File: src/sv/assert_macros.svh
// Assertion helpers for the files that check their own logic.
`ifndef ASSERT_MACROS_SVH
`define ASSERT_MACROS_SVH

// The consequent must hold in the same cycle as the antecedent.
`define ASSERT_IMPLIES(lbl, ck, rs, ante, cons) \
  lbl: assert property (@(posedge ck) disable iff (rs) (ante) |-> (cons)) \
    else $error("implication check failed");

// The expression must never be true outside reset.
`define ASSERT_NEVER(lbl, ck, rs, expr) \
  lbl: assert property (@(posedge ck) disable iff (rs) !(expr)) \
    else $error("forbidden condition seen");

`endif

File: src/sv/utf8d_pkg.sv
// ----------------------------------------------------------------------------
// utf8d_pkg
// Shared widths, constants and the command type passed from the byte
// classifier to the result emitter.
// ----------------------------------------------------------------------------
`default_nettype none

package utf8d_pkg;

  localparam int BYTE_W  = 8;
  localparam int CP_W    = 21;
  localparam int QCNT_W  = 3;
  localparam int CNT_W   = 2;
  localparam int QDEPTH  = 2;
  localparam int QPTR_W  = 1;

  localparam logic [CP_W-1:0] QMARK = CP_W'(8'h3F);

  // One accepted byte turns into qcount replacement marks followed by an
  // optional value item.
  typedef struct packed {
    logic [QCNT_W-1:0] qcount;
    logic              has_val;
    logic [CP_W-1:0]   value;
    logic              fin;
  } cmd_t;

endpackage

`default_nettype wire

File: src/sv/utf8d_in_if.sv
// ----------------------------------------------------------------------------
// utf8d_in_if
// Byte channel: one byte of text and its end-of-text flag per item.
// ----------------------------------------------------------------------------
`default_nettype none

interface utf8d_in_if;
  logic                         valid;
  logic                         ready;
  logic [utf8d_pkg::BYTE_W-1:0] data_byte;
  logic                         final_byte;

  modport source (output valid, data_byte, final_byte, input ready);
  modport sink (input valid, data_byte, final_byte, output ready);
endinterface

`default_nettype wire

File: src/sv/utf8d_out_if.sv
// ----------------------------------------------------------------------------
// utf8d_out_if
// Code point channel: one decoded code point per item.
// ----------------------------------------------------------------------------
`default_nettype none

interface utf8d_out_if;
  logic                       valid;
  logic                       ready;
  logic [utf8d_pkg::CP_W-1:0] code_point;
  logic                       end_of_text;

  modport source (output valid, code_point, end_of_text, input ready);
  modport sink (input valid, code_point, end_of_text, output ready);
endinterface

`default_nettype wire

File: src/sv/utf8d_front.sv
// ----------------------------------------------------------------------------
// utf8d_front
// Accepts bytes, tracks the pending multibyte sequence and turns each byte
// that yields output into one command for the emitter.
// ----------------------------------------------------------------------------
`default_nettype none

module utf8d_front (
  input  wire logic           clk,
  input  wire logic           rst,
  utf8d_in_if.sink            text,
  input  wire logic           full,
  output logic                push,
  output utf8d_pkg::cmd_t     cmd
);

  logic [utf8d_pkg::CP_W-1:0]   partial;
  logic [utf8d_pkg::CP_W-1:0]   partial_next;
  logic [utf8d_pkg::CNT_W-1:0]  expected;
  logic [utf8d_pkg::CNT_W-1:0]  expected_next;
  logic [utf8d_pkg::CNT_W-1:0]  taken;
  logic [utf8d_pkg::CNT_W-1:0]  taken_next;
  logic [utf8d_pkg::CP_W-1:0]   shifted;
  logic [utf8d_pkg::QCNT_W-1:0] qbase;
  logic [utf8d_pkg::BYTE_W-1:0] b;
  logic                         fin;
  logic                         lead_go;
  logic                         accept;

  assign text.ready = !full;
  assign accept     = text.valid && text.ready;
  assign push       = accept && ((cmd.qcount != '0) || cmd.has_val);

  always_comb begin
    b             = text.data_byte;
    fin           = text.final_byte;
    cmd           = '0;
    cmd.value     = utf8d_pkg::CP_W'(b);
    cmd.fin       = fin;
    partial_next  = partial;
    expected_next = expected;
    taken_next    = taken;
    lead_go       = 1'b1;
    qbase         = '0;
    shifted       = {partial[utf8d_pkg::CP_W-7:0], b[5:0]};

    if (expected != '0) begin
      if (b[7:6] == 2'b10) begin
        lead_go       = 1'b0;
        partial_next  = shifted;
        expected_next = expected - 2'd1;
        taken_next    = taken + 2'd1;
        if (expected == 2'd1) begin
          cmd.has_val   = 1'b1;
          cmd.value     = shifted;
          partial_next  = '0;
          taken_next    = '0;
        end else if (fin) begin
          cmd.qcount = 3'd2 + utf8d_pkg::QCNT_W'(taken);
        end
      end else begin
        qbase         = 3'd1 + utf8d_pkg::QCNT_W'(taken);
        partial_next  = '0;
        expected_next = '0;
        taken_next    = '0;
      end
    end

    if (lead_go) begin
      cmd.qcount = qbase;
      if (!b[7]) begin
        cmd.has_val = 1'b1;
      end else if (b[7:5] == 3'b110) begin
        partial_next  = utf8d_pkg::CP_W'(b[4:0]);
        expected_next = 2'd1;
        taken_next    = '0;
      end else if (b[7:4] == 4'b1110) begin
        partial_next  = utf8d_pkg::CP_W'(b[3:0]);
        expected_next = 2'd2;
        taken_next    = '0;
      end else if (b[7:3] == 5'b11110) begin
        partial_next  = utf8d_pkg::CP_W'(b[2:0]);
        expected_next = 2'd3;
        taken_next    = '0;
      end else begin
        cmd.qcount = qbase + 3'd1;
      end
      if (fin && (expected_next != '0)) begin
        cmd.qcount = qbase + 3'd1;
      end
    end

    if (fin) begin
      partial_next  = '0;
      expected_next = '0;
      taken_next    = '0;
    end
  end

  always_ff @(posedge clk) begin
    if (rst) begin
      partial  <= '0;
      expected <= '0;
      taken    <= '0;
    end else if (accept) begin
      partial  <= partial_next;
      expected <= expected_next;
      taken    <= taken_next;
    end
  end

endmodule

`default_nettype wire

File: src/sv/utf8d_queue.sv
// ----------------------------------------------------------------------------
// utf8d_queue
// Two-entry command queue between the classifier and the emitter.
// ----------------------------------------------------------------------------
`default_nettype none

module utf8d_queue (
  input  wire logic             clk,
  input  wire logic             rst,
  input  wire logic             push,
  input  wire utf8d_pkg::cmd_t  push_cmd,
  input  wire logic             pop,
  output utf8d_pkg::cmd_t       head,
  output logic                  empty,
  output logic                  full
);

  utf8d_pkg::cmd_t              slots [utf8d_pkg::QDEPTH];
  logic [utf8d_pkg::QPTR_W-1:0] wr_ptr;
  logic [utf8d_pkg::QPTR_W-1:0] rd_ptr;
  logic [utf8d_pkg::QPTR_W:0]   count;

  assign empty = (count == '0);
  assign full  = (count == (utf8d_pkg::QPTR_W+1)'(utf8d_pkg::QDEPTH));
  assign head  = slots[rd_ptr];

  always_ff @(posedge clk) begin
    if (push) begin
      slots[wr_ptr] <= push_cmd;
    end
  end

  always_ff @(posedge clk) begin
    if (rst) begin
      wr_ptr <= '0;
      rd_ptr <= '0;
      count  <= '0;
    end else begin
      if (push) begin
        wr_ptr <= wr_ptr + 1'b1;
      end
      if (pop) begin
        rd_ptr <= rd_ptr + 1'b1;
      end
      if (push && !pop) begin
        count <= count + 1'b1;
      end else if (pop && !push) begin
        count <= count - 1'b1;
      end
    end
  end

endmodule

`default_nettype wire

File: src/sv/utf8d_back.sv
// ----------------------------------------------------------------------------
// utf8d_back
// Expands each command into its result items, one per cycle while the
// receiver takes them, into an output register.
// ----------------------------------------------------------------------------
`default_nettype none

module utf8d_back (
  input  wire logic             clk,
  input  wire logic             rst,
  input  wire utf8d_pkg::cmd_t  head,
  input  wire logic             empty,
  output logic                  pop,
  utf8d_out_if.source           points
);

  logic                         ovalid;
  logic [utf8d_pkg::CP_W-1:0]   code_point;
  logic                         end_of_text;
  logic [utf8d_pkg::CNT_W-1:0]  idx;
  logic [utf8d_pkg::QCNT_W-1:0] total;
  logic [utf8d_pkg::QCNT_W-1:0] idx_ext;
  logic                         load;
  logic                         last;

  assign points.valid       = ovalid;
  assign points.code_point  = code_point;
  assign points.end_of_text = end_of_text;

  assign total   = head.qcount + utf8d_pkg::QCNT_W'(head.has_val);
  assign idx_ext = utf8d_pkg::QCNT_W'(idx);
  assign last    = ((idx_ext + 3'd1) == total);
  assign load    = !empty && (!ovalid || points.ready);
  assign pop     = load && last;

  always_ff @(posedge clk) begin
    if (load) begin
      code_point  <= (idx_ext < head.qcount) ? utf8d_pkg::QMARK : head.value;
      end_of_text <= last && head.fin;
    end
  end

  always_ff @(posedge clk) begin
    if (rst) begin
      ovalid <= 1'b0;
      idx    <= '0;
    end else begin
      if (load) begin
        ovalid <= 1'b1;
        idx    <= last ? '0 : idx + 2'd1;
      end else if (points.ready) begin
        ovalid <= 1'b0;
      end
    end
  end

endmodule

`default_nettype wire

File: src/sv/utf8_lenient_decoder_top.sv
// ----------------------------------------------------------------------------
// utf8_lenient_decoder_top
// Lenient UTF-8 decoder: bytes in, 21-bit code points out.
//
// The text channel takes one byte per item with final_byte set on the last
// byte of a text. The points channel gives one code point per item, with
// end_of_text set on the last item caused by a final byte. Bad, stray or
// truncated bytes come out as '?' marks.
// A byte is classified in the cycle it is accepted and its command is written
// into a two-entry queue; the emitter reads the queue head and registers each
// item in the output register.
// Bytes are taken at one per cycle while the queue is not full. A byte that
// causes k items holds the emitter until all k are out, so after a broken
// sequence the queue fills and text.ready drops until the replacement marks
// are out. When the receiver stalls, the output register holds its item and
// the queue fills, after which text.ready is low.
// Reset clears the pending sequence, the queue and the output register.
// ----------------------------------------------------------------------------
`default_nettype none
`include "assert_macros.svh"

module utf8_lenient_decoder_top (
  input  wire logic   clk,
  input  wire logic   rst,
  utf8d_in_if.sink    text,
  utf8d_out_if.source points
);

  utf8d_pkg::cmd_t push_cmd;
  utf8d_pkg::cmd_t head;
  logic            push;
  logic            pop;
  logic            empty;
  logic            full;

  utf8d_front u_front (
    .clk  (clk),
    .rst  (rst),
    .text (text),
    .full (full),
    .push (push),
    .cmd  (push_cmd)
  );

  utf8d_queue u_queue (
    .clk      (clk),
    .rst      (rst),
    .push     (push),
    .push_cmd (push_cmd),
    .pop      (pop),
    .head     (head),
    .empty    (empty),
    .full     (full)
  );

  utf8d_back u_back (
    .clk    (clk),
    .rst    (rst),
    .head   (head),
    .empty  (empty),
    .pop    (pop),
    .points (points)
  );

  `ASSERT_IMPLIES(a_final_pushes, clk, rst, text.valid && text.ready && text.final_byte, push)
  `ASSERT_NEVER(a_push_full, clk, rst, push && full)
  `ASSERT_NEVER(a_pop_empty, clk, rst, pop && empty)

endmodule

`default_nettype wire
File: src/flat_wrapper.sv
// flat-port wrapper written by rule: the top's interface ports become plain ports
module utf8_lenient_decoder_top_flat 
  (clk, rst, text_valid, text_data_byte, text_final_byte, text_ready, points_valid, points_code_point, points_end_of_text, points_ready);
  utf8d_in_if text_i ();
  utf8d_out_if points_i ();
  input  wire logic clk;
  input  wire logic rst;
  input wire logic [$bits(text_i.valid)-1:0] text_valid;
  input wire logic [$bits(text_i.data_byte)-1:0] text_data_byte;
  input wire logic [$bits(text_i.final_byte)-1:0] text_final_byte;
  output wire logic [$bits(text_i.ready)-1:0] text_ready;
  output wire logic [$bits(points_i.valid)-1:0] points_valid;
  output wire logic [$bits(points_i.code_point)-1:0] points_code_point;
  output wire logic [$bits(points_i.end_of_text)-1:0] points_end_of_text;
  input wire logic [$bits(points_i.ready)-1:0] points_ready;
  assign text_i.valid = text_valid;
  assign text_i.data_byte = text_data_byte;
  assign text_i.final_byte = text_final_byte;
  assign text_ready = text_i.ready;
  assign points_valid = points_i.valid;
  assign points_code_point = points_i.code_point;
  assign points_end_of_text = points_i.end_of_text;
  assign points_i.ready = points_ready;
  utf8_lenient_decoder_top u_core (.clk(clk), .rst(rst), .text(text_i), .points(points_i));
endmodule
File: config.mk
export PLATFORM = sky130hd
export DESIGN_NAME = utf8_lenient_decoder_top_flat
export DESIGN_NICKNAME = d
export VERILOG_FILES = /design/src/sv/utf8d_pkg.sv /design/src/sv/utf8d_in_if.sv /design/src/sv/utf8d_out_if.sv /design/src/sv/utf8d_front.sv /design/src/sv/utf8d_queue.sv /design/src/sv/utf8d_back.sv /design/src/sv/utf8_lenient_decoder_top.sv /design/src/flat_wrapper.sv
export VERILOG_INCLUDE_DIRS = /design/src /design/src/sv
export SDC_FILE = /design/constraint.sdc
export NUM_CORES = 1
export LEC_CHECK = 0
export ABC_AREA = 1
export ABC_CLOCK_PERIOD_IN_PS = 3900
export CAP_MARGIN = 20
export CORE_ASPECT_RATIO = 1.75
export CORE_MARGIN = 5
export CORE_UTILIZATION = 45
export DETAILED_ROUTE_END_ITERATION = 10
export DONT_BUFFER_PORTS = 1
export PLACE_DENSITY = 0.71
export SYNTH_ARGS = -nofsm -noshare
export SYNTH_HDL_FRONTEND = slang
export SYNTH_HIERARCHICAL = 1
export SYNTH_SLANG_ARGS = --single-unit
export TNS_END_PERCENT = 20
File: constraint.sdc
create_clock -name clk -period 3.9 [get_ports clk]
set_clock_uncertainty 0.1 [all_clocks]
set_input_delay 0.78 -clock clk [delete_from_list [all_inputs] [get_ports clk]]
set_output_delay 0.78 -clock clk [all_outputs]
set_load 0.005 [all_outputs]
==> results_dict.tcl <==
set metrics [dict create \
    insertion_delay_ps 340 \
    wl_microns 8611 \
    rows 49 \
    grt_pass1_vias 2824 \
    antenna_found_initial 0 \
    initial_core_util_pct 45.81 \
    reg2reg_to "u_core/u_queue/slots[0][15]" \
    worst-path-max-fanout 13 \
    cap_violations 0 \
    io_pins 37 \
    core_sq_um 10240 \
    antennaDiodeCount 0 \
    path_buf_inv 4 \
    ys_seq_area_share_pct 58.90 \
    cts_hold_buf 0 \
    hp-start "u_core/u_front/partial[12]" \
    post-route-period-util_pct 76.78 \
    leakage_nw 1.984 \
    cts.sink_count 101 \
    reg2reg_slack_ps 910 \
    dp.cells 563 \
    r2r-start "u_core/u_front/expected[0]" \
    drive_gt1_share_pct 16.59 \
    die_width_microns 87.18 \
    tns_ps 0 \
    grt_max_degree 27 \
    worst_path_most_repeated_cell "nor2_2" \
    cts-root-to-sink-buffers 2 \
    ys_types 36 \
    hold_path_class "reg2reg" \
    ys.flop_type "edfxtp_1" \
    cpPeakStageDelay_ps 370 \
    post_cts_resized 0 \
    num_vias 2934 \
    dpl_cell_area_sq_um 4761 \
    hold_depth 2 \
    p_per_area_nw_per_um2 648.5 \
    dieArea_sq_um 12650 \
    cp_slowest_cell "dfxtp_1" \
    slew_headroom_pct 49.82 \
    rr_worst_depth 14 \
    synthCells 446 \
    setup_viol 0 \
    drv_slew 0 \
    cts_max_level 3 \
    layout.cells.non_filler 579 \
    place_congestion 0.8473 \
    drtAntennaViolNets 0 \
    path_cells "inv_1, ha_1, nor2_2, nand2_2, nor2_2, inv_2, nor2_1, nand2_1, nand3_1, nor2_1, a21oi_1, inv_1, nor2_2, buf_4" \
    synth_area_sq_um 4691 \
    path_class "reg2reg" \
    clk_pin_slew_worst_paths_ps 70 \
    cts_setup_buffers 0 \
    cp.arrival_ps 2930 \
    whs_endpoint "u_core/u_front/partial[12]" \
    nFillCells 861 \
    fin_area_sq_um 5082 \
    track_usage_pct 14.24 \
    layout_min_cycle_time_ps 2995 \
    syn_nets 467 \
    synth_edf_count 74 \
    numCtsBuffers 9 \
    ys_ff_latch 101 \
    syn2layout_area_growth_pct 8.349 \
    cp.required_ps 3830 \
    dp_slack_ps 949.8 \
    power_mw 3.296 \
    finalHoldViolCount 0 \
    crit_family "simple AND/OR/NAND/NOR gates" \
    die_height_microns 145.1 \
    worst_slack_ps 905.5 \
    detail_route.drc_violations 0 \
    grt_pass1_wl_microns 13910 \
    grt_setup_unrepaired "no" \
    avgSynthCellArea_sq_um 10.52 \
    cts_tree "yes" \
    yosysWarnings 6 \
    timing.fmax_ghz 0.3339 \
    post-dp-hpwl_microns 6437 \
    tightest_slew_ps 752.6 \
    avgViaCountPerCell 5.067 \
    run_status "completed" \
    cts-root-buf "clkbuf_16" \
    grt-ovfl-total 0 \
    end_kind "register" \
    final_nets 468 \
    ir_drop_mv 0.3092 \
    worstSetupStartpointType "register" \
    synth_async_sr_flop_share_pct 0 \
    drt-initial-drc-count 213 \
    first_pass_iters 4 \
    port_buffers 0 \
    wire_per_inst_microns 14.87 \
]
-- worst max path at each step --
stage                               start                     endpoint  slack [ps]  cells after the start
2_1_floorplan           text_data_byte[7]   u_core/u_queue/slots[0][0]         340                     14
3_3_place_gp            text_data_byte[6]  u_core/u_queue/slots[0][17]        1030                     12
3_5_place_dp            text_data_byte[6]  u_core/u_queue/slots[0][10]         950                     12
4_1_cts        u_core/u_front/expected[0]  u_core/u_queue/slots[0][18]         930                     14
5_1_grt        u_core/u_front/expected[0]  u_core/u_queue/slots[0][18]         640                     14
6_report       u_core/u_front/expected[0]  u_core/u_queue/slots[0][15]         910                     14
-- flip-flops by register name, summed over array words and instances, names as in the netlist, named ones only --
name	cells
u_core/u_queue/slots	52
u_core/u_back/points.code_point	21
u_core/u_front/partial	15
u_core/u_back/idx	2
u_core/u_front/expected	2
u_core/u_front/taken	2
u_core/u_queue/count	2
u_core/u_back/points.end_of_text	1
u_core/u_back/points.valid	1
u_core/u_queue/rd_ptr	1
u_core/u_queue/wr_ptr	1
-- power by group --
part           internal [mW]  switching [mW]  total (mW)
logic                  0.323           0.478       0.801
registers               1.45          0.0991        1.55
clock network          0.567           0.380       0.947
total                   2.34           0.958        3.30
-- worst register-to-register path: stages (launching register included) --
cell     delay [ps]
dfxtp_1         370
inv_1            80
ha_1            310
nor2_2          210
nand2_2         110
nor2_2          150
inv_2           130
nor2_1          200
nand2_1         100
nand3_1          90
nor2_1           40
a21oi_1         330
inv_1           100
nor2_2          110
buf_4           240
-- through the flow --
step / util, % / hold slack [ps]
2_1_floorplan: - / 339.6
3_3_place_gp: 46.50 / 346.0
3_5_place_dp: 46.50 / 351.3
4_1_cts: 49.64 / 361.9
5_1_grt: 49.64 / 382.8
6_report: 49.64 / 362.1
-- synthesized netlist by cell type (2+ instances only) --
master / n / area, sq um
nand2_2: 5 / 31.28
nor3_1: 5 / 25.02
or2_1: 5 / 31.28
o22ai_1: 8 / 50.05
inv_2: 3 / 11.26
inv_1: 73 / 274.0
a21oi_1: 22 / 110.1
nor2_2: 7 / 43.79
clkbuf_1: 4 / 15.01
edfxtp_1: 74 / 2222
o21ai_2: 2 / 17.52
buf_6: 3 / 33.78
o21ai_0: 5 / 25.02
o211ai_1: 2 / 15.01
dfxtp_1: 27 / 540.5
buf_2: 2 / 10.01
nand4_1: 2 / 12.51
buf_4: 7 / 52.55
buf_12: 2 / 40.04
nand3_1: 17 / 85.08
mux2_2: 6 / 67.56
ha_1: 8 / 100.1
mux2_4: 20 / 300.3
nand3_2: 3 / 30.03
nand2_1: 76 / 285.3
nor2_1: 48 / 180.2
-- placed cells by master, fill, tap and decap left out, types with 2 or more instances in the layout --
| cell type | instances |
|---|---|
| nand2_1 | 76 |
| edfxtp_1 | 74 |
| inv_1 | 73 |
| nor2_1 | 47 |
| dfxtp_1 | 27 |
| a21oi_1 | 22 |
| mux2_4 | 20 |
| nand3_1 | 17 |
| clkbuf_16 | 9 |
| ha_1 | 8 |
| buf_4 | 8 |
| nor2_2 | 8 |
| o22ai_1 | 8 |
| mux2_2 | 6 |
| or2_1 | 5 |
| nand2_2 | 5 |
| nor3_1 | 5 |
| o21ai_0 | 5 |
| inv_2 | 3 |
| nand3_2 | 3 |
| bufinv_16 | 2 |
| clkinv_2 | 2 |
| o21ai_2 | 2 |
| nand4_1 | 2 |
| o211ai_1 | 2 |
-- kinds of logic (layout without fill, tap and decap cells) --
logic type / count (synthesis) / count (layout) / share of synthesized area, %
compound gates: 44 / 44 / 5.602
fa+ha+maj: 8 / 8 / 2.134
mux: 26 / 26 / 7.842
xor+xnor: 1 / 1 / 0.1868
flops: 101 / 101 / 58.90
simple gates: 171 / 171 / 15.95
buf+inv: 95 / 101 / 9.389
-- per-layer routing --
metal  wire, microns  GRT usage, %  vias to the layer above
met2            4833         26.64                       87
met4             243         6.375                        0
met3             363         3.403                       15
met1            3170         14.32                     1376
met5               0             0                        -
li1                -             -                     1456
-- final cells by class --
type | count | area, sq um | share of cell area, %
Timing Repair Buffer | 8 | 60.06 | 1.182
Clock inverter | 7 | 96.34 | 1.896
Inverter | 77 | 289.0 | 5.687
Tap cell | 127 | 158.9 | 3.127
Multi-Input combinational cell | 250 | 1490 | 29.32
Clock buffer | 9 | 225.2 | 4.431
Sequential cell | 101 | 2763 | 54.36
(Power assumes the default switching activity.)
